$ cat config.mk
export PLATFORM = sky130hd
export DESIGN_NAME = i2c_master_bit_engine_top
export DESIGN_NICKNAME = d
export VERILOG_FILES = /design/src/hdl/i2c_mbe_pkg.sv /design/src/hdl/i2c_mbe_fifo.sv /design/src/hdl/i2c_mbe_front.sv /design/src/hdl/i2c_mbe_back.sv /design/src/hdl/i2c_master_bit_engine_top.sv
export VERILOG_INCLUDE_DIRS = /design/src /design/src/hdl
export SDC_FILE = /design/constraint.sdc
export NUM_CORES = 1
export LEC_CHECK = 0
export ABC_AREA = 1
export CAP_MARGIN = 20
export CORE_MARGIN = 2
export CORE_UTILIZATION = 26
export CTS_BUF_LIST = sky130_fd_sc_hd__clkbuf_8
export CTS_CLUSTER_DIAMETER = 60
export DETAILED_ROUTE_END_ITERATION = 16
export DONT_BUFFER_PORTS = 1
export HOLD_SLACK_MARGIN = 0.05
export PLACE_DENSITY = 0.52
export SYNTH_ARGS = -nofsm -noshare
export SYNTH_HDL_FRONTEND = slang
export SYNTH_SLANG_ARGS = --single-unit
$ cat constraint.sdc
create_clock -name clk -period 4.15 [get_ports clk]
set_clock_uncertainty 0.05 [all_clocks]
set_input_delay 0.6225 -clock clk [delete_from_list [all_inputs] [get_ports clk]]
set_output_delay 0.6225 -clock clk [all_outputs]
set_load 0.02 [all_outputs]
$ cat src/hdl/i2c_master_bit_engine_top_assert.svh
// Assertion macros for the I2C bit engine.
`ifndef I2C_MASTER_BIT_ENGINE_TOP_ASSERT_SVH
`define I2C_MASTER_BIT_ENGINE_TOP_ASSERT_SVH
`ifndef SYNTHESIS
`define CHK_IMPLIES(label, clk_s, rstn_s, a, b) \
    label: assert property (@(posedge clk_s) disable iff (!rstn_s) (a) |-> (b)) \
        else $error("i2c bit engine check failed");
`define CHK_NEXT(label, clk_s, rstn_s, a, b) \
    label: assert property (@(posedge clk_s) disable iff (!rstn_s) (a) |=> (b)) \
        else $error("i2c bit engine check failed");
`else
`define CHK_IMPLIES(label, clk_s, rstn_s, a, b)
`define CHK_NEXT(label, clk_s, rstn_s, a, b)
`endif
`endif

$ cat src/hdl/i2c_mbe_pkg.sv
`default_nettype none
package i2c_mbe_pkg;

    localparam int CFG_IDX_W  = 4;
    localparam int CFG_DATA_W = 16;

    localparam logic [CFG_IDX_W-1:0] REG_WAIT_TICKS = 4'd0;
    localparam logic [CFG_IDX_W-1:0] REG_INVERT     = 4'd1;

    localparam logic [CFG_DATA_W-1:0] WAIT_TICKS_RESET = 16'd600;

    localparam logic [2:0] CMD_NONE  = 3'd0;
    localparam logic [2:0] CMD_START = 3'd1;
    localparam logic [2:0] CMD_WRITE = 3'd2;
    localparam logic [2:0] CMD_READ  = 3'd3;
    localparam logic [2:0] CMD_ACK   = 3'd4;
    localparam logic [2:0] CMD_NACK  = 3'd5;
    localparam logic [2:0] CMD_STOP  = 3'd6;

    // Step where the bit loop of each byte command resumes.
    localparam logic [4:0] LOOP_TGT_WRITE = 5'd1;
    localparam logic [4:0] LOOP_TGT_READ  = 5'd2;
    localparam logic [3:0] BITS_PER_BYTE  = 4'd8;

    typedef enum logic [3:0] {
        OP_END,
        OP_SCL_H,
        OP_SCL_L,
        OP_SDA_H,
        OP_SDA_L,
        OP_SDA_IN,
        OP_SDA_OUT,
        OP_WF,
        OP_WH,
        OP_SEND_BIT,
        OP_LOOP,
        OP_SAMPLE_ACK,
        OP_RX_BIT
    } op_t;

    typedef enum logic {
        SEQ_WAIT,
        SEQ_RUN
    } seq_state_t;

    typedef struct packed {
        logic [2:0] cmd;
        logic [7:0] tx_byte;
        logic       sda_pin_in;
    } item_t;

    typedef struct packed {
        logic       scl_level;
        logic       sda_pin_out;
        logic       sda_released;
        logic       busy_res;
        logic       done_res;
        logic       ack_missing;
        logic [7:0] rx_byte;
    } result_t;

    // Pin program of each command, one step per phase.
    function automatic op_t prog_op(input logic [2:0] c, input logic [4:0] p);
        op_t op;
        op = OP_END;
        unique case (c)
            CMD_START: begin
                case (p)
                    5'd0: op = OP_SDA_OUT;
                    5'd1: op = OP_SDA_H;
                    5'd2: op = OP_SCL_H;
                    5'd3: op = OP_WF;
                    5'd4: op = OP_SDA_L;
                    5'd5: op = OP_WF;
                    5'd6: op = OP_WF;
                    5'd7: op = OP_SCL_L;
                    5'd8: op = OP_WF;
                    default: op = OP_END;
                endcase
            end
            CMD_WRITE: begin
                case (p)
                    5'd0:  op = OP_SCL_L;
                    5'd1:  op = OP_SEND_BIT;
                    5'd2:  op = OP_WF;
                    5'd3:  op = OP_SCL_H;
                    5'd4:  op = OP_WH;
                    5'd5:  op = OP_SCL_L;
                    5'd6:  op = OP_LOOP;
                    5'd7:  op = OP_SDA_H;
                    5'd8:  op = OP_WF;
                    5'd9:  op = OP_SDA_IN;
                    5'd10: op = OP_SCL_H;
                    5'd11: op = OP_WF;
                    5'd12: op = OP_SAMPLE_ACK;
                    5'd13: op = OP_SCL_L;
                    5'd14: op = OP_WF;
                    5'd15: op = OP_SDA_H;
                    5'd16: op = OP_SDA_OUT;
                    default: op = OP_END;
                endcase
            end
            CMD_READ: begin
                case (p)
                    5'd0:  op = OP_SDA_IN;
                    5'd1:  op = OP_SDA_H;
                    5'd2:  op = OP_SCL_L;
                    5'd3:  op = OP_WF;
                    5'd4:  op = OP_SCL_H;
                    5'd5:  op = OP_WH;
                    5'd6:  op = OP_RX_BIT;
                    5'd7:  op = OP_LOOP;
                    5'd8:  op = OP_WF;
                    5'd9:  op = OP_SCL_L;
                    5'd10: op = OP_SDA_OUT;
                    default: op = OP_END;
                endcase
            end
            CMD_ACK: begin
                case (p)
                    5'd0: op = OP_SCL_L;
                    5'd1: op = OP_WH;
                    5'd2: op = OP_SDA_L;
                    5'd3: op = OP_WF;
                    5'd4: op = OP_SCL_H;
                    5'd5: op = OP_WF;
                    5'd6: op = OP_SCL_L;
                    5'd7: op = OP_WF;
                    default: op = OP_END;
                endcase
            end
            CMD_NACK: begin
                case (p)
                    5'd0: op = OP_SDA_H;
                    5'd1: op = OP_SCL_L;
                    5'd2: op = OP_WF;
                    5'd3: op = OP_SCL_H;
                    5'd4: op = OP_WF;
                    5'd5: op = OP_SCL_L;
                    default: op = OP_END;
                endcase
            end
            CMD_STOP: begin
                case (p)
                    5'd0: op = OP_SDA_OUT;
                    5'd1: op = OP_SDA_L;
                    5'd2: op = OP_SCL_L;
                    5'd3: op = OP_WF;
                    5'd4: op = OP_SCL_H;
                    5'd5: op = OP_WF;
                    5'd6: op = OP_SDA_H;
                    default: op = OP_END;
                endcase
            end
            default: op = OP_END;
        endcase
        return op;
    endfunction

endpackage
`default_nettype wire

$ cat src/hdl/i2c_mbe_fifo.sv
`default_nettype none
module i2c_mbe_fifo #(
    parameter int WIDTH = 8
) (
    input  wire logic             clk,
    input  wire logic             rst_n,
    input  wire logic             push,
    input  wire logic [WIDTH-1:0] wdata,
    output logic                  full,
    input  wire logic             pop,
    output logic [WIDTH-1:0]      rdata,
    output logic                  empty
);

    // Two-slot queue: head_reg always holds the oldest item.
    logic [WIDTH-1:0] head_reg;
    logic [WIDTH-1:0] head_next;
    logic [WIDTH-1:0] tail_reg;
    logic [WIDTH-1:0] tail_next;
    logic [1:0]       count_reg;
    logic [1:0]       count_next;
    logic             do_push;
    logic             do_pop;

    assign full    = (count_reg == 2'd2);
    assign empty   = (count_reg == 2'd0);
    assign rdata   = head_reg;
    assign do_push = push && !full;
    assign do_pop  = pop && !empty;

    always_comb
    begin
        head_next  = head_reg;
        tail_next  = tail_reg;
        count_next = count_reg;
        case ({do_push, do_pop})
            2'b10:
            begin
                if (count_reg == 2'd0)
                begin
                    head_next = wdata;
                end
                else
                begin
                    tail_next = wdata;
                end
                count_next = count_reg + 2'd1;
            end
            2'b01:
            begin
                head_next  = tail_reg;
                count_next = count_reg - 2'd1;
            end
            2'b11:
            begin
                if (count_reg == 2'd1)
                begin
                    head_next = wdata;
                end
                else
                begin
                    head_next = tail_reg;
                    tail_next = wdata;
                end
            end
            default:
            begin
                head_next = head_reg;
            end
        endcase
    end

    always_ff @(posedge clk or negedge rst_n)
    begin
        if (!rst_n)
        begin
            count_reg <= 2'd0;
        end
        else
        begin
            count_reg <= count_next;
        end
    end

    always_ff @(posedge clk)
    begin
        head_reg <= head_next;
        tail_reg <= tail_next;
    end

endmodule
`default_nettype wire

$ cat src/hdl/i2c_mbe_front.sv
`default_nettype none
module i2c_mbe_front (
    input  wire logic            clk,
    input  wire logic            rst_n,
    input  wire logic            push,
    output logic                 full,
    input  wire logic [2:0]      cmd,
    input  wire logic [7:0]      tx_byte,
    input  wire logic            sda_pin_in,
    input  wire logic            item_pop,
    output i2c_mbe_pkg::item_t   item,
    output logic                 item_empty
);
    import i2c_mbe_pkg::*;

    item_t             item_in;
    logic [2:0]        cmd_class;
    logic [$bits(item_t)-1:0] item_bits;

    // Undefined codes become a plain tick.
    always_comb
    begin
        unique case (cmd) inside
            CMD_START, CMD_WRITE, CMD_READ, CMD_ACK, CMD_NACK, CMD_STOP:
                cmd_class = cmd;
            default:
                cmd_class = CMD_NONE;
        endcase
    end

    assign item_in.cmd        = cmd_class;
    assign item_in.tx_byte    = tx_byte;
    assign item_in.sda_pin_in = sda_pin_in;

    i2c_mbe_fifo #(
        .WIDTH ($bits(item_t))
    ) u_item_q (
        .clk   (clk),
        .rst_n (rst_n),
        .push  (push),
        .wdata (item_in),
        .full  (full),
        .pop   (item_pop),
        .rdata (item_bits),
        .empty (item_empty)
    );

    assign item = item_t'(item_bits);

endmodule
`default_nettype wire

$ cat src/hdl/i2c_mbe_back.sv
`default_nettype none
module i2c_mbe_back #(
    parameter int WAIT_WIDTH = 16
) (
    input  wire logic                                clk,
    input  wire logic                                rst_n,
    input  wire logic                                cfg_we,
    input  wire logic [i2c_mbe_pkg::CFG_IDX_W-1:0]   cfg_idx,
    input  wire logic [i2c_mbe_pkg::CFG_DATA_W-1:0]  cfg_data,
    input  wire i2c_mbe_pkg::item_t                  item,
    input  wire logic                                item_empty,
    output logic                                     item_pop,
    input  wire logic                                res_full,
    output logic                                     res_push,
    output i2c_mbe_pkg::result_t                     res
);
    import i2c_mbe_pkg::*;

    seq_state_t              state_reg;
    seq_state_t              state_next;
    logic [CFG_DATA_W-1:0]   wait_ticks_reg;
    logic                    invert_reg;
    logic [2:0]              cmd_reg;
    logic [2:0]              cmd_next;
    logic [4:0]              phase_reg;
    logic [4:0]              phase_next;
    logic [3:0]              bit_cnt_reg;
    logic [3:0]              bit_cnt_next;
    logic [7:0]              shift_reg;
    logic [7:0]              shift_next;
    logic [WAIT_WIDTH-1:0]   wait_cnt_reg;
    logic [WAIT_WIDTH-1:0]   wait_cnt_next;
    logic                    scl_reg;
    logic                    scl_next;
    logic                    sda_reg;
    logic                    sda_next;
    logic                    rel_reg;
    logic                    rel_next;
    logic                    ack_reg;
    logic                    ack_next;
    logic [7:0]              rx_reg;
    logic [7:0]              rx_next;
    logic                    sample_reg;
    logic                    sample_next;

    op_t                              op;
    logic [WAIT_WIDTH+CFG_DATA_W-1:0] wait_ext;
    logic [WAIT_WIDTH-1:0]            wait_full;
    logic [WAIT_WIDTH-1:0]            wait_n;
    logic [3:0]                       bit_sum;
    logic                             need_run;
    logic                             tick_end;
    logic                             done;

    assign wait_ext  = {{WAIT_WIDTH{1'b0}}, wait_ticks_reg};
    assign wait_full = wait_ext[WAIT_WIDTH-1:0];
    assign op        = prog_op(cmd_reg, phase_reg);
    assign wait_n    = (op == OP_WH) ? (wait_full >> 1) : wait_full;
    assign bit_sum   = bit_cnt_reg + 4'd1;

    // A tick is taken only with room for its result downstream; the result
    // queue is filled by nothing else, so the room lasts until the tick ends.
    assign item_pop = (state_reg == SEQ_WAIT) && !item_empty && !res_full;

    always_comb
    begin
        cmd_next      = cmd_reg;
        phase_next    = phase_reg;
        bit_cnt_next  = bit_cnt_reg;
        shift_next    = shift_reg;
        wait_cnt_next = wait_cnt_reg;
        scl_next      = scl_reg;
        sda_next      = sda_reg;
        rel_next      = rel_reg;
        ack_next      = ack_reg;
        rx_next       = rx_reg;
        sample_next   = sample_reg;
        need_run      = 1'b0;
        tick_end      = 1'b0;
        done          = 1'b0;

        if (item_pop)
        begin
            sample_next = item.sda_pin_in ^ invert_reg;
            if ((cmd_reg == CMD_NONE) && (item.cmd != CMD_NONE))
            begin
                cmd_next      = item.cmd;
                phase_next    = 5'd0;
                wait_cnt_next = '0;
                bit_cnt_next  = 4'd0;
                if (item.cmd == CMD_WRITE)
                begin
                    shift_next = item.tx_byte;
                end
                else if (item.cmd == CMD_READ)
                begin
                    shift_next = 8'd0;
                end
                need_run = 1'b1;
            end
            else if (cmd_reg != CMD_NONE)
            begin
                if (wait_cnt_reg != '0)
                begin
                    wait_cnt_next = wait_cnt_reg - 1'b1;
                    tick_end      = 1'b1;
                end
                else
                begin
                    need_run = 1'b1;
                end
            end
            else
            begin
                tick_end = 1'b1;
            end
        end
        else if (state_reg == SEQ_RUN)
        begin
            phase_next = phase_reg + 5'd1;
            unique case (op) inside
                OP_SCL_H:    scl_next = 1'b1;
                OP_SCL_L:    scl_next = 1'b0;
                OP_SDA_H:    sda_next = 1'b1;
                OP_SDA_L:    sda_next = 1'b0;
                OP_SDA_IN:   rel_next = 1'b1;
                OP_SDA_OUT:  rel_next = 1'b0;
                OP_SEND_BIT: sda_next = shift_reg[7];
                OP_RX_BIT:   shift_next = {shift_reg[6:0], sample_reg};
                OP_WF, OP_WH:
                begin
                    // A zero-length wait costs no tick.
                    if (wait_n != '0)
                    begin
                        wait_cnt_next = wait_n - 1'b1;
                        tick_end      = 1'b1;
                    end
                end
                OP_LOOP:
                begin
                    if (cmd_reg == CMD_WRITE)
                    begin
                        shift_next = {shift_reg[6:0], 1'b0};
                    end
                    bit_cnt_next = bit_sum;
                    if (bit_sum < BITS_PER_BYTE)
                    begin
                        phase_next = (cmd_reg == CMD_WRITE) ? LOOP_TGT_WRITE : LOOP_TGT_READ;
                    end
                end
                OP_SAMPLE_ACK:
                begin
                    ack_next = sample_reg;
                    if (sample_reg)
                    begin
                        // No acknowledge: drop the clock and end the command now.
                        scl_next   = 1'b0;
                        cmd_next   = CMD_NONE;
                        phase_next = 5'd0;
                        done       = 1'b1;
                        tick_end   = 1'b1;
                    end
                end
                default:
                begin
                    if (cmd_reg == CMD_READ)
                    begin
                        rx_next = shift_reg;
                    end
                    cmd_next   = CMD_NONE;
                    phase_next = 5'd0;
                    done       = 1'b1;
                    tick_end   = 1'b1;
                end
            endcase
        end
    end

    always_comb
    begin
        unique case (state_reg)
            SEQ_WAIT: state_next = need_run ? SEQ_RUN : SEQ_WAIT;
            SEQ_RUN:  state_next = tick_end ? SEQ_WAIT : SEQ_RUN;
            default:  state_next = SEQ_WAIT;
        endcase
    end

    always_comb
    begin
        res_push         = tick_end;
        res.scl_level    = scl_next;
        res.sda_pin_out  = sda_next ^ invert_reg;
        res.sda_released = rel_next;
        res.busy_res     = (cmd_next != CMD_NONE);
        res.done_res     = done;
        res.ack_missing  = ack_next;
        res.rx_byte      = rx_next;
    end

    always_ff @(posedge clk or negedge rst_n)
    begin
        if (!rst_n)
        begin
            wait_ticks_reg <= WAIT_TICKS_RESET;
            invert_reg     <= 1'b0;
        end
        else if (cfg_we)
        begin
            if (cfg_idx == REG_WAIT_TICKS)
            begin
                wait_ticks_reg <= cfg_data;
            end
            else if (cfg_idx == REG_INVERT)
            begin
                invert_reg <= cfg_data[0];
            end
        end
    end

    always_ff @(posedge clk or negedge rst_n)
    begin
        if (!rst_n)
        begin
            state_reg    <= SEQ_WAIT;
            cmd_reg      <= CMD_NONE;
            phase_reg    <= 5'd0;
            bit_cnt_reg  <= 4'd0;
            shift_reg    <= 8'd0;
            wait_cnt_reg <= '0;
            scl_reg      <= 1'b1;
            sda_reg      <= 1'b1;
            rel_reg      <= 1'b0;
            ack_reg      <= 1'b0;
            rx_reg       <= 8'd0;
            sample_reg   <= 1'b0;
        end
        else
        begin
            state_reg    <= state_next;
            cmd_reg      <= cmd_next;
            phase_reg    <= phase_next;
            bit_cnt_reg  <= bit_cnt_next;
            shift_reg    <= shift_next;
            wait_cnt_reg <= wait_cnt_next;
            scl_reg      <= scl_next;
            sda_reg      <= sda_next;
            rel_reg      <= rel_next;
            ack_reg      <= ack_next;
            rx_reg       <= rx_next;
            sample_reg   <= sample_next;
        end
    end

endmodule
`default_nettype wire

$ cat src/hdl/i2c_master_bit_engine_top.sv
// Channel   Handshake          Payload
// input     push / full        cmd, tx_byte, sda_pin_in
// result    empty / pop        scl_level, sda_pin_out, sda_released, busy_res,
//                              done_res, ack_missing, rx_byte
// config    cfg_we             cfg_idx, cfg_data (no wait, no read-back)
//
// Every item is one bus tick and gives exactly one result item.
// A tick that only counts down a wait runs no pin step; a tick that runs pin
// steps runs the sequencer step by step, up to the next nonzero wait or the
// end of the command.
// Two-entry queues at the input and the output let each side stall alone.
// Reset puts both lines high, SDA driven, and wait_ticks to 600.
`default_nettype none
`include "i2c_master_bit_engine_top_assert.svh"
module i2c_master_bit_engine_top #(
    parameter int WAIT_WIDTH = 16
) (
    input  wire logic                                clk,
    input  wire logic                                rst_n,
    input  wire logic                                push,
    output logic                                     full,
    input  wire logic [2:0]                          cmd,
    input  wire logic [7:0]                          tx_byte,
    input  wire logic                                sda_pin_in,
    output logic                                     empty,
    input  wire logic                                pop,
    output logic                                     scl_level,
    output logic                                     sda_pin_out,
    output logic                                     sda_released,
    output logic                                     busy_res,
    output logic                                     done_res,
    output logic                                     ack_missing,
    output logic [7:0]                               rx_byte,
    input  wire logic                                cfg_we,
    input  wire logic [i2c_mbe_pkg::CFG_IDX_W-1:0]   cfg_idx,
    input  wire logic [i2c_mbe_pkg::CFG_DATA_W-1:0]  cfg_data
);
    import i2c_mbe_pkg::*;

    item_t                      item;
    logic                       item_empty;
    logic                       item_pop;
    logic                       res_full;
    logic                       res_push;
    result_t                    res_in;
    logic [$bits(result_t)-1:0] res_bits;
    result_t                    res_out;

    i2c_mbe_front u_front (
        .clk        (clk),
        .rst_n      (rst_n),
        .push       (push),
        .full       (full),
        .cmd        (cmd),
        .tx_byte    (tx_byte),
        .sda_pin_in (sda_pin_in),
        .item_pop   (item_pop),
        .item       (item),
        .item_empty (item_empty)
    );

    i2c_mbe_back #(
        .WAIT_WIDTH (WAIT_WIDTH)
    ) u_back (
        .clk        (clk),
        .rst_n      (rst_n),
        .cfg_we     (cfg_we),
        .cfg_idx    (cfg_idx),
        .cfg_data   (cfg_data),
        .item       (item),
        .item_empty (item_empty),
        .item_pop   (item_pop),
        .res_full   (res_full),
        .res_push   (res_push),
        .res        (res_in)
    );

    i2c_mbe_fifo #(
        .WIDTH ($bits(result_t))
    ) u_res_q (
        .clk   (clk),
        .rst_n (rst_n),
        .push  (res_push),
        .wdata (res_in),
        .full  (res_full),
        .pop   (pop),
        .rdata (res_bits),
        .empty (empty)
    );

    assign res_out      = result_t'(res_bits);
    assign scl_level    = res_out.scl_level;
    assign sda_pin_out  = res_out.sda_pin_out;
    assign sda_released = res_out.sda_released;
    assign busy_res     = res_out.busy_res;
    assign done_res     = res_out.done_res;
    assign ack_missing  = res_out.ack_missing;
    assign rx_byte      = res_out.rx_byte;

    `CHK_IMPLIES(a_res_push_has_room, clk, rst_n, res_push, !res_full)
    `CHK_IMPLIES(a_item_pop_has_item, clk, rst_n, item_pop, !item_empty)
    `CHK_IMPLIES(a_done_not_busy, clk, rst_n, !empty && done_res, !busy_res)
    `CHK_NEXT(a_push_leaves_result, clk, rst_n, res_push, !empty)

endmodule
`default_nettype wire

After elaboration in Yosys (flattened, before gate mapping):

Memories as Yosys holds them, arrays and structs flattened.
Index checks and enable logic that the tools add are counted.
W data, S select, Z words.

* add/sub/neg operators: 8
* magnitude comparators: 1
* equality and inequality tests: 54
* muxes and demuxes: 87
* bitwise gates (word level): 4
* reduce and logical (&&, ||, !) cells: 52

Operators with widths (number)
* $mux W16: 8
* $mux W8: 10
* $mux W14: 4
* $mux W12: 4
* $pmux W14 S3: 1
* $pmux W12 S3: 1
* $reduce_bool A16 Y1: 2
* $sub A16 B1 Y16 const B: 2
* $mux W4: 7
* $pmux W14 S2: 1
* $mux W1: 25
* $mux W5: 5
* $pmux W12 S2: 1
* $pmux W4 S6: 1
* $eq A4 B4 Y1 const B: 5
* $eq A3 B2 Y1 const B: 6
* $eq A3 B3 Y1 const B: 6
* $pmux W3 S6: 1
* $reduce_bool A3 Y1: 6
* $eq A4 B3 Y1 const B: 4
* $pmux W8 S2: 1
* $reduce_bool A2 Y1: 8
* $eq A5 B3 Y1 const B: 3
* $mux W3: 5
* 40 further kinds: 89

* register bits after elaboration: 123
* ROM bits: 272
* word-level logic and storage cells: 230
* memories kept: 4

Memories
* (name not given): words 32, width 4, rd ports 1, clocked after Yosys merged registers in 0, write ports 0, line i2c_mbe_pkg.sv:82 `case (p)`
* (name not given): words 16, width 4, rd ports 1, clocked after Yosys merged registers in 0, write ports 0, line i2c_mbe_pkg.sv:104 `case (p)`
* (name not given): words 16, width 3, rd ports 1, clocked after Yosys merged registers in 0, write ports 0, line i2c_mbe_pkg.sv:68 `case (p)`
* (name not given): words 8, width 4, rd ports 1, clocked after Yosys merged registers in 0, write ports 0, line i2c_mbe_pkg.sv:120 `case (p)`

Logic depth before layout (Yosys ltp):

Gate-level depths: netlist (run 1).

* depth in word-level cells: 15
* mapped depth: 31
* mapped depth without buffers: 28

Cells and area by module:

Synthesis (run 1) repeated with hierarchy kept, for this count alone.

* cells, all modules: 1069
* area, all modules: 7907.6 µm²

Modules (own cells, without submodules)
* i2c_mbe_back: times used 1, cells each 793, area each 5236.3 µm², seq. area each 1684.1 µm²
* i2c_mbe_fifo (u_res_q): times used 1, cells each 142, area each 1401.3 µm², seq. area each 890.9 µm²
* i2c_mbe_fifo (u_front.u_item_q): times used 1, cells each 128, area each 1243.7 µm², seq. area each 770.7 µm²
* i2c_mbe_front: times used 1, cells each 6, area each 26.3 µm², seq. area each 0.0 µm²

Worst setup path after synthesis (run 1):

Ideal clock, no wire load.

* path kind: flip-flop to flip-flop
* from: register u_back.phase_reg[0]
* to: register u_res_q.tail_reg[0] (enable)
* arrival time: 3.990 ns
* data required time: 3.708 ns
* slack: -0.282 ns
* stages on the path, launching flop included: 29
* clock period less this slack: 4.432 ns
* path through: dfrtp_1 inv_1 ha_1 inv_1 nand2_1 nand2_1 nand2_1 nand2_1 nand3_1 nand2_1 nand3_2 nor2_4 nand2_2 buf_6 buf_6 nand2_1 nand2_1 ha_1 nand3_2 nor2_2 nand2_1 nand3_1 nand3_1 nand2_1 inv_1 ha_1 inv_1 or2_2 a22oi_1

* longest elaborated chain between the ends: 15
* elaborated cells on any way between the ends: 47
* classes of those cells: eq/ne: 22; mux: 11; reduce/logical: 10; memory: 4

Ends and longest elaborated chain
* start, declared: line i2c_mbe_back.sv:25 `logic [4:0] phase_reg;`
* start signal, assigned: line i2c_mbe_back.sv:241 `phase_reg <= phase_next;`
* $eq A5 B2 Y1, or another cell as far along: line i2c_mbe_pkg.sv:133, i2c_mbe_pkg.sv:144
* $reduce_or A2 Y1 (no line)
* $pmux W3 S6 or $pmux W3 S4 (tied branches): line i2c_mbe_pkg.sv:144, i2c_mbe_pkg.sv:133
* $pmux W4 S6 *: line i2c_mbe_pkg.sv:66 `unique case (c)`
* $eq A4 B4 Y1: line i2c_mbe_back.sv:58 `assign wait_n = (op == OP_WH) ? (wait_full >> 1) : wait_full;`
* $mux W16: line i2c_mbe_back.sv:58
* $reduce_bool A16 Y1: line i2c_mbe_back.sv:133 `if (wait_n != '0)`
* $mux W1: line i2c_mbe_back.sv:133
* $pmux W1 S3 *: line i2c_mbe_back.sv:121 `unique case (op) inside`
* $mux W1 *: line i2c_mbe_back.sv:118 `else if (state_reg == SEQ_RUN)`
* $mux W1 *: line i2c_mbe_back.sv:82 `if (item_pop)`
* $logic_and A1 B1 Y1 *: line i2c_mbe_fifo.sv:28 `assign do_push = push && !full;`
* $eq A2 B2 Y1: line i2c_mbe_fifo.sv:36 `case ({do_push, do_pop})`
* $ne A2 B2 Y1 (no line) or $reduce_bool A2 Y1 (tied branches)
* $reduce_and A3 Y1 (no line) *
* end signal, assigned: line i2c_mbe_fifo.sv:88 `tail_reg <= tail_next;`
* end, declared: line i2c_mbe_fifo.sv:18 `logic [WIDTH-1:0] tail_reg;`

Mark *: on every way between the ends. The rest lies on a longest branch, timed or not.
A chain may end at the register's enable or synchronous reset.

Worst setup path after layout (run 1):

* from: register u_back.phase_reg[1]
* to: register u_res_q.head_reg[11] (netlist: u_res_q.rdata[11]), data pin

* longest elaborated chain between the ends: 14
* elaborated cells on any way between the ends: 50
* classes of those cells: eq/ne: 21; mux: 17; reduce/logical: 8; memory: 4

Ends and longest elaborated chain
* $eq A5 B2 Y1, or another cell as far along: line i2c_mbe_pkg.sv:133, i2c_mbe_pkg.sv:144
* $reduce_or A2 Y1 (no line)
* $pmux W3 S6 or $pmux W3 S4 (tied branches): line i2c_mbe_pkg.sv:144, i2c_mbe_pkg.sv:133
* $pmux W4 S6 *: line i2c_mbe_pkg.sv:66
* $eq A4 B4 Y1: line i2c_mbe_back.sv:58
* $mux W16: line i2c_mbe_back.sv:58
* $reduce_bool A16 Y1: line i2c_mbe_back.sv:133
* $mux W1: line i2c_mbe_back.sv:133
* $pmux W1 S3: line i2c_mbe_back.sv:121
* $mux W1: line i2c_mbe_back.sv:118
* $mux W1: line i2c_mbe_back.sv:82
* $logic_and A1 B1 Y1: line i2c_mbe_fifo.sv:28
* $eq A2 B2 Y1 or $eq A2 B1 Y1 (tied branches): line i2c_mbe_fifo.sv:36
* $pmux W14 S3 *: line i2c_mbe_fifo.sv:36
* named net u_res_q.head_next[11]: line i2c_mbe_fifo.sv:17 `logic [WIDTH-1:0] head_next;`
* end signal, assigned: line i2c_mbe_fifo.sv:87 `head_reg <= head_next;`
* end, declared: line i2c_mbe_fifo.sv:16 `logic [WIDTH-1:0] head_reg;`

Mark *: on every way through the listed nets, which the timed path passes. The rest lies on a longest branch. The select of a mux whose other input is x is not followed.

==> results of run 1 <==
-- placed cells by master (no fill, tap or decap), types with 9 or more instances in the layout --
| cell | count |
|---|---|
| nor2_2 | 9 |
| nor3_1 | 16 |
| inv_2 | 12 |
| o22ai_1 | 23 |
| edfxtp_1 | 52 |
| xnor2_1 | 9 |
| a21oi_1 | 29 |
| inv_1 | 112 |
| nor2_1 | 63 |
| ha_1 | 16 |
| buf_4 | 34 |
| o21ai_1 | 11 |
| dfrtp_1 | 65 |
| nand4_1 | 11 |
| nand2_1 | 279 |
| nand3_1 | 72 |
| clkbuf_8 | 17 |
| o21ai_0 | 48 |
| xor2_1 | 13 |
-- worst register-to-register path, delay by kind of cell (launching register included) --
family / cells / cell delay, ps
flops: 1 / 410
simple gates: 17 / 1700
buf+inv: 8 / 820
compound gates: 2 / 290
fa+ha+maj: 2 / 360
-- worst max-delay path by stage --
stage                        startpoint              endpoint  cells past startpoint
finish              u_back.phase_reg[1]     u_res_q.rdata[11]                     29
global route        u_back.phase_reg[0]  u_res_q.tail_reg[12]                     28
CTS                 u_back.phase_reg[0]     u_res_q.rdata[11]                     28
detailed placement  u_back.phase_reg[0]     u_res_q.rdata[11]                     26
global placement    u_back.phase_reg[0]      u_res_q.rdata[8]                     27
floorplan           u_back.phase_reg[0]   u_res_q.tail_reg[0]                     28
-- power by group --
part	leakage (nW)	switching [mW]	total, mW	internal (mW)
sequential	1.41	0.370	2.30	1.93
combinational	2.41	2.24	3.49	1.25
clock	0.212	0.572	1.13	0.558
total	4.03	3.18	6.93	3.74
-- routing by layer --
layer	wire, um	vias up	share of wire
met4	343	0	0.019
met1	8320	2888	0.46
li1	-	3132	-
met5	0	-	0
met2	8670	120	0.48
met3	636	28	0.035
-- cells in the mapped netlist (all sizes together) (2+ instances only) --
| library cell | instances |
|---|---|
| a32o | 2 |
| mux2 | 7 |
| a21oi | 30 |
| nor2 | 78 |
| a22o | 3 |
| dfstp | 6 |
| nor3 | 17 |
| nand2 | 289 |
| xnor2 | 9 |
| or2 | 3 |
| dfrtp | 65 |
| a22oi | 5 |
| inv | 125 |
| a31oi | 3 |
| o21ai | 61 |
| ha | 22 |
| nand4 | 11 |
| xor2 | 13 |
| edfxtp | 52 |
| clkbuf | 13 |
| nand3 | 80 |
| o22ai | 23 |
| buf | 16 |
-- area by class of cell --
type                       count  area [sq um]
clock buffer                  17           234
clock inverter                15           178
fill                        2964         19200
inverter                     126           475
multi-input combinational    662          3480
sequential                   123          3350
tap                          378           473
timing repair buffer          43           383
-- timing repair --
item                                   CTS  global route
cloned                                   0             3
endpoints found under the hold margin   71             0
pin swaps                                1             5
hold buffers                             2             0
buffers inserted                         1             4
setup endpoints to repair               28            28
resized for setup                        5            37
-- kinds of logic (layout without fill, tap and decap cells) --
family	Yosys count	count (layout)	synth area share
compound gates	130	130	0.100
fa+ha+maj	22	22	0.0375
xor+xnor	22	22	0.0262
buf+inv	155	201	0.0894
simple gates	481	481	0.281
flops	123	123	0.455
mux	7	7	0.0107
-- metrics by stage --
stage,setup WS [ps],utilization
detailed placement,-76.9,0.285
finish,278,0.309
floorplan,26.2,-
CTS,18.0,0.302
global route,-6.22,0.309
global placement,-48.2,0.285
==> summary.txt, run 1 <==
Status
  – Status: complete, no violations

STA
  – Slew at the pin with the worst max-slew slack: 954 ps
  – Final hold vios: 0
  – Slew Limit Fails: 0
  – Crit path time final: approximately 3900 ps
  – Final setup fails: 0
  – Max Freq: roughly 260 MHz
  – Setup TNS: 0 ps
  – Period utilization: 0.933
  – Slew headroom: 0.362
  – Hold WS: 211 ps

Clock network
  – CTS sink count: around 120
  – Cts bufs inserted: 17
  – H-tree levels: 4
  – Clk pin slew, worst setup/hold paths: about 80 ps
  – Clk Latency, worst-skew pair: ~450 ps
  – Max clock buf depth: 2
  – Clk root buf: clkbuf_8
  – CTS tree: done

Place
  – Post-DP Area: 7910 sq um
  – # port buffers: 0
  – Placed cells: 1,322
  – GP Congestion: 0.870
  – Post-DP HPWL: 13,000 um

Critical path
  – CP dominant cell by count: nand2_1
  – Worst path slowest cell: dfrtp_1
  – Worst path bufs/invs: 8
  – Reg2reg end: u_res_q.rdata[11]
  – Critical path's top delay family: simple AND/OR/NAND/NOR gates
  – CP endpoint kind: register
  – Cells on worst reg2reg path: 29
  – Worst Path Required: between 4000 and 5000 ps
  – Worst Setup Start Kind: register
  – Critical path peak fanout: 16
  – Reg2reg start: u_back.phase_reg[1]
  – CP peak stage delay: approximately 410 ps
  – R2r setup slk: around 280 ps
  – Critical path class: reg2reg
  – WP data arrival: approximately 4000 ps

Min path
  – Hold/Removal Path Class: in2reg
  – Hold Crit Endpoint: u_front.u_item_q.tail_reg[4]
  – Start point of the worst hold path: tx_byte[3]
  – Worst Hold Depth: 0

Yosys
  – Synthesized Nets: roughly 1,000
  – Synth async-reset ratio: 0.577
  – Dominant cell type by area after synthesis: dfrtp_1
  – Post-synthesis average cell area: 7.82 sq um
  – Post-synth top area share: 0.221
  – Synth warn: 0
  – Synth area leaders: dfrtp_1 22%, edfxtp_1 21%, nand2_1 15%, inv_1 5.9%, nand3_1 5.1%
  – Post-synth EDFFs: 52
  – Most used DFF post-synth: dfrtp_1
  – Sequential share of the synthesized area: 0.455
  – Mapped Area: 7350 sq um
  – Unique masters post-synth: 42
  – Count of state elements after synthesis: ~120
  – Mapped Cells: 940

Power
  – Power density cells: roughly 810 nW/um^2
  – Worst IR drop on VDD: roughly 0.25 mV
  – P_leak: a little over 4 nW
  – Overall Power: just under 7 mW

Die
  – Starting Density: 0.265
  – Core region area: about 28,000 sq um
  – Chip width: about 170 um
  – DIE AREA: between 20,000 and 30,000 sq um
  – Num rows: 61
  – Top-level I/O count: 53
  – Chip Height: 172 um

Cells and area
  – Nets: a little over 1,000
  – Antenna cells: 0
  – Synth-to-layout area growth: 16.7%
  – Share of cells above drive strength 1: 0.150
  – Finished Cell Area: between 8000 and 9000 sq um
  – Non-filler cells, final: about 1,400

Detailed routing
  – Via count: about 6,200
  – Wirelength, routed: about 18,000 um
  – DRT iter0 DRCs: 321
  – Number of vias per cell: 4.52
  – WL per Instance: about 13 um
  – DRC: 0
  – Post-DRT Antenna Nets: 0
  – Drt first pass iters: 6

Global routing
  – Most Used Layer, Global Route: met2
  – Met1 GRT Util: 0.164
  – Initial antenna violation count: 0
  – First-pass GRT wire length: 29,700 um
  – Met3 usage: 0.0259
  – Total grt overflow: 0
  – Total global-route track usage: 0.127
  – Vias in the first global route: between 5,000 and 6,000
  – Grt met2 use: 0.212
  – Largest net degree at the start of global routing: roughly 70

Job
  – Number of max-cap violations: 0
Power figures use the tool's default switching activity.
==> inputs of run 2 (changes only) <==
--- a/config.mk
+++ b/config.mk
@@ -9,13 +9,13 @@
 export ABC_AREA = 1
 export CAP_MARGIN = 20
 export CORE_MARGIN = 2
-export CORE_UTILIZATION = 26
+export CORE_UTILIZATION = 50
 export CTS_BUF_LIST = sky130_fd_sc_hd__clkbuf_8
 export CTS_CLUSTER_DIAMETER = 60
 export DETAILED_ROUTE_END_ITERATION = 16
 export DONT_BUFFER_PORTS = 1
 export HOLD_SLACK_MARGIN = 0.05
-export PLACE_DENSITY = 0.52
+export PLACE_DENSITY = 0.79
 export SYNTH_ARGS = -nofsm -noshare
 export SYNTH_HDL_FRONTEND = slang
 export SYNTH_SLANG_ARGS = --single-unit
==> summary.txt, run 2 (same netlist as run 1, synthesis figures left out) <==
Cells and area
  – Commonest non-fill, non-tap cell in the layout: nand2_1
  – Synth-to-layout area growth: 11.7%
  – Share of cells above drive strength 1: 0.142
  – Sequential cell area: ~3300 sq um
  – Most frequent cells in the layout: 275 x nand2_1, 112 x inv_1, 73 x nand3_1, 66 x nor2_1, 62 x dfrtp_1
  – Fill cells: roughly 1,300
  – Non-filler cells, final: about 1,200
  – Nets: 1,018
  – Final core occ: 0.569
  – Antenna cells: 0
  – Area of the multi-input gates: approximately 3500 sq um

Detailed routing
  – Post-DRT Antenna Nets: 0
  – Via count: about 6,300
  – WL per Instance: roughly 14 um
  – DRC: 0
  – DRT iter0 DRCs: around 550
  – Wirelength, routed: between 15,000 and 20,000 um
  – Drt first pass iters: 5
  – Number of vias per cell: 5.46

Global routing
  – Total grt overflow: 0
  – Total global-route track usage: 0.214
  – First-pass GRT wire length: about 28,000 um
  – Largest net degree at the start of global routing: a little over 70
  – Vias in the first global route: around 5,900
  – Initial antenna violation count: 0

Clock network
  – Clk pin slew, worst setup/hold paths: around 80 ps
  – Cts bufs inserted: 17
  – Max clock buf depth: 2
  – Clk Latency, worst-skew pair: about 460 ps
  – CTS tree: done
  – H-tree levels: 4
  – Clk root buf: clkbuf_8
  – CTS sink count: between 100 and 150

Critical path
  – CP endpoint kind: register
  – Worst Path Required: roughly 4300 ps
  – Critical path peak fanout: 7
  – Worst Setup Start Kind: register
  – WP data arrival: 4090 ps
  – Critical path class: reg2reg

STA
  – Slew Limit Fails: 0
  – Setup TNS: 0 ps
  – Final hold vios: 0
  – Max Freq: 252 MHz
  – Slew headroom: 0.404
  – Crit path time final: 3970 ps
  – Final setup fails: 0
  – Slew at the pin with the worst max-slew slack: approximately 900 ps
  – Hold WS: just over 200 ps
  – Period utilization: 0.955
  – RSZ-0062 raised after global routing: true
  – Setup ws final: between 150 and 200 ps

Die
  – Num rows: between 40 and 50
  – DIE AREA: ~16,000 sq um
  – Core region area: ~14,000 sq um
  – Top-level I/O count: 53
  – Chip width: 125 um
  – Starting Density: 0.509
  – Chip Height: ~130 um

Place
  – # port buffers: 0
  – GP Congestion: 0.931
  – Placed cells: approximately 1,100
  – Place WS: -76.1 ps
  – Post-DP HPWL: between 10,000 and 15,000 um

Min path
  – Hold/Removal Path Class: in2reg

Job
  – Number of max-cap violations: 0

Status
  – Status: complete, no violations

Power
  – Net Switching: ~3.1 mW
  – Sw Share: 0.462
  – Clk pwr share: 0.167
  – Flop pwr share: 0.340
  – Internal power: 3.66 mW
  – Power density cells: ~830 nW/um^2
  – P_leak: between 3 and 4 nW
  – Worst IR drop on VDD: approximately 0.38 mV
  – Logic pwr share: 0.493
==> run 2: path summary, 6_finish.rpt <==
path / startpoint / endpoint / slack, ps / cells after the start
setup / recovery: u_back.phase_reg[0] / u_res_q.tail_reg[10] / 180 / 25
hold / removal: tx_byte[6] / u_front.u_item_q.tail_reg[7] / 210 / 0
setup reg to reg: u_back.phase_reg[0] / u_res_q.tail_reg[10] / 180 / 25
hold reg to reg: u_back.wait_cnt_reg[13] / u_back.wait_cnt_reg[13] / 430 / 2
max in group asynchronous: rst_n / u_back.wait_full[4] / 3010 / 2
min in group asynchronous: rst_n / u_back.wait_cnt_reg[11] / 710 / 2
==> run 2: routing by layer <==
metal	up-vias	part of all wire	track usage
met5	-	0	0
li1	3100	-	-
met4	0	0.035	0.101
met2	250	0.47	0.341
met1	2910	0.44	0.285
met3	54	0.059	0.0359
==> run 2: through the flow <==
step	power, mW	area (sq um)
6_report	6.80	8210
5_1_grt	7.36	8210
4_1_cts	6.59	8010
3_5_place_dp	5.40	7540
3_3_place_gp	5.33	7540
2_1_floorplan	4.67	7350
==> run 2: layout make-up <==
type                    count  area share
multi-input cells         662       0.421
well taps                 184      0.0280
clock buffers              18      0.0302
flip-flops and latches    123       0.408
repair buffers             29      0.0331
inverters                 126      0.0585
clock inverters            14      0.0209
==> run 2: power groups by stage <==
| stage | combinational (mW) | clock (mW) | sequential (mW) |
|---|---|---|---|
| 2_1_floorplan | 2.43 | 0 | 2.24 |
| 3_3_place_gp | 3.02 | 0 | 2.31 |
| 3_5_place_dp | 3.08 | 0 | 2.32 |
| 4_1_cts | 3.13 | 1.15 | 2.31 |
| 5_1_grt | 3.79 | 1.20 | 2.36 |
| 6_report | 3.35 | 1.14 | 2.31 |
==> run 2: repair_timing <==
action | CTS | global route
endpoints found under the setup margin | 15 | 42
gates resized for setup | 4 | 46
hold buffers | 2 | 0
pin swaps | 0 | 10
cloned | 0 | 2
hold endpoints to repair | 71 | 0
setup buffers | 0 | 7
==> run 2: critical path, stage by stage (launching register included) <==
cell and delay [ps]:
dfrtp_2 460, buf_4 150, buf_4 130, ha_1 200, o21ai_0 250, nand3_1 110, nand2_1 80, nor2_1 50
nand3_2 110, nor2_4 80, buf_4 140, nand3_1 90, nand2_2 100, ha_4 180, nand3_4 100, nor2_2 50
nand2_1 80, nand3_1 110, nand3_2 130, nand2_2 70, inv_2 70, ha_2 180, inv_1 60, or2_4 250
a22oi_2 250, buf_6 180
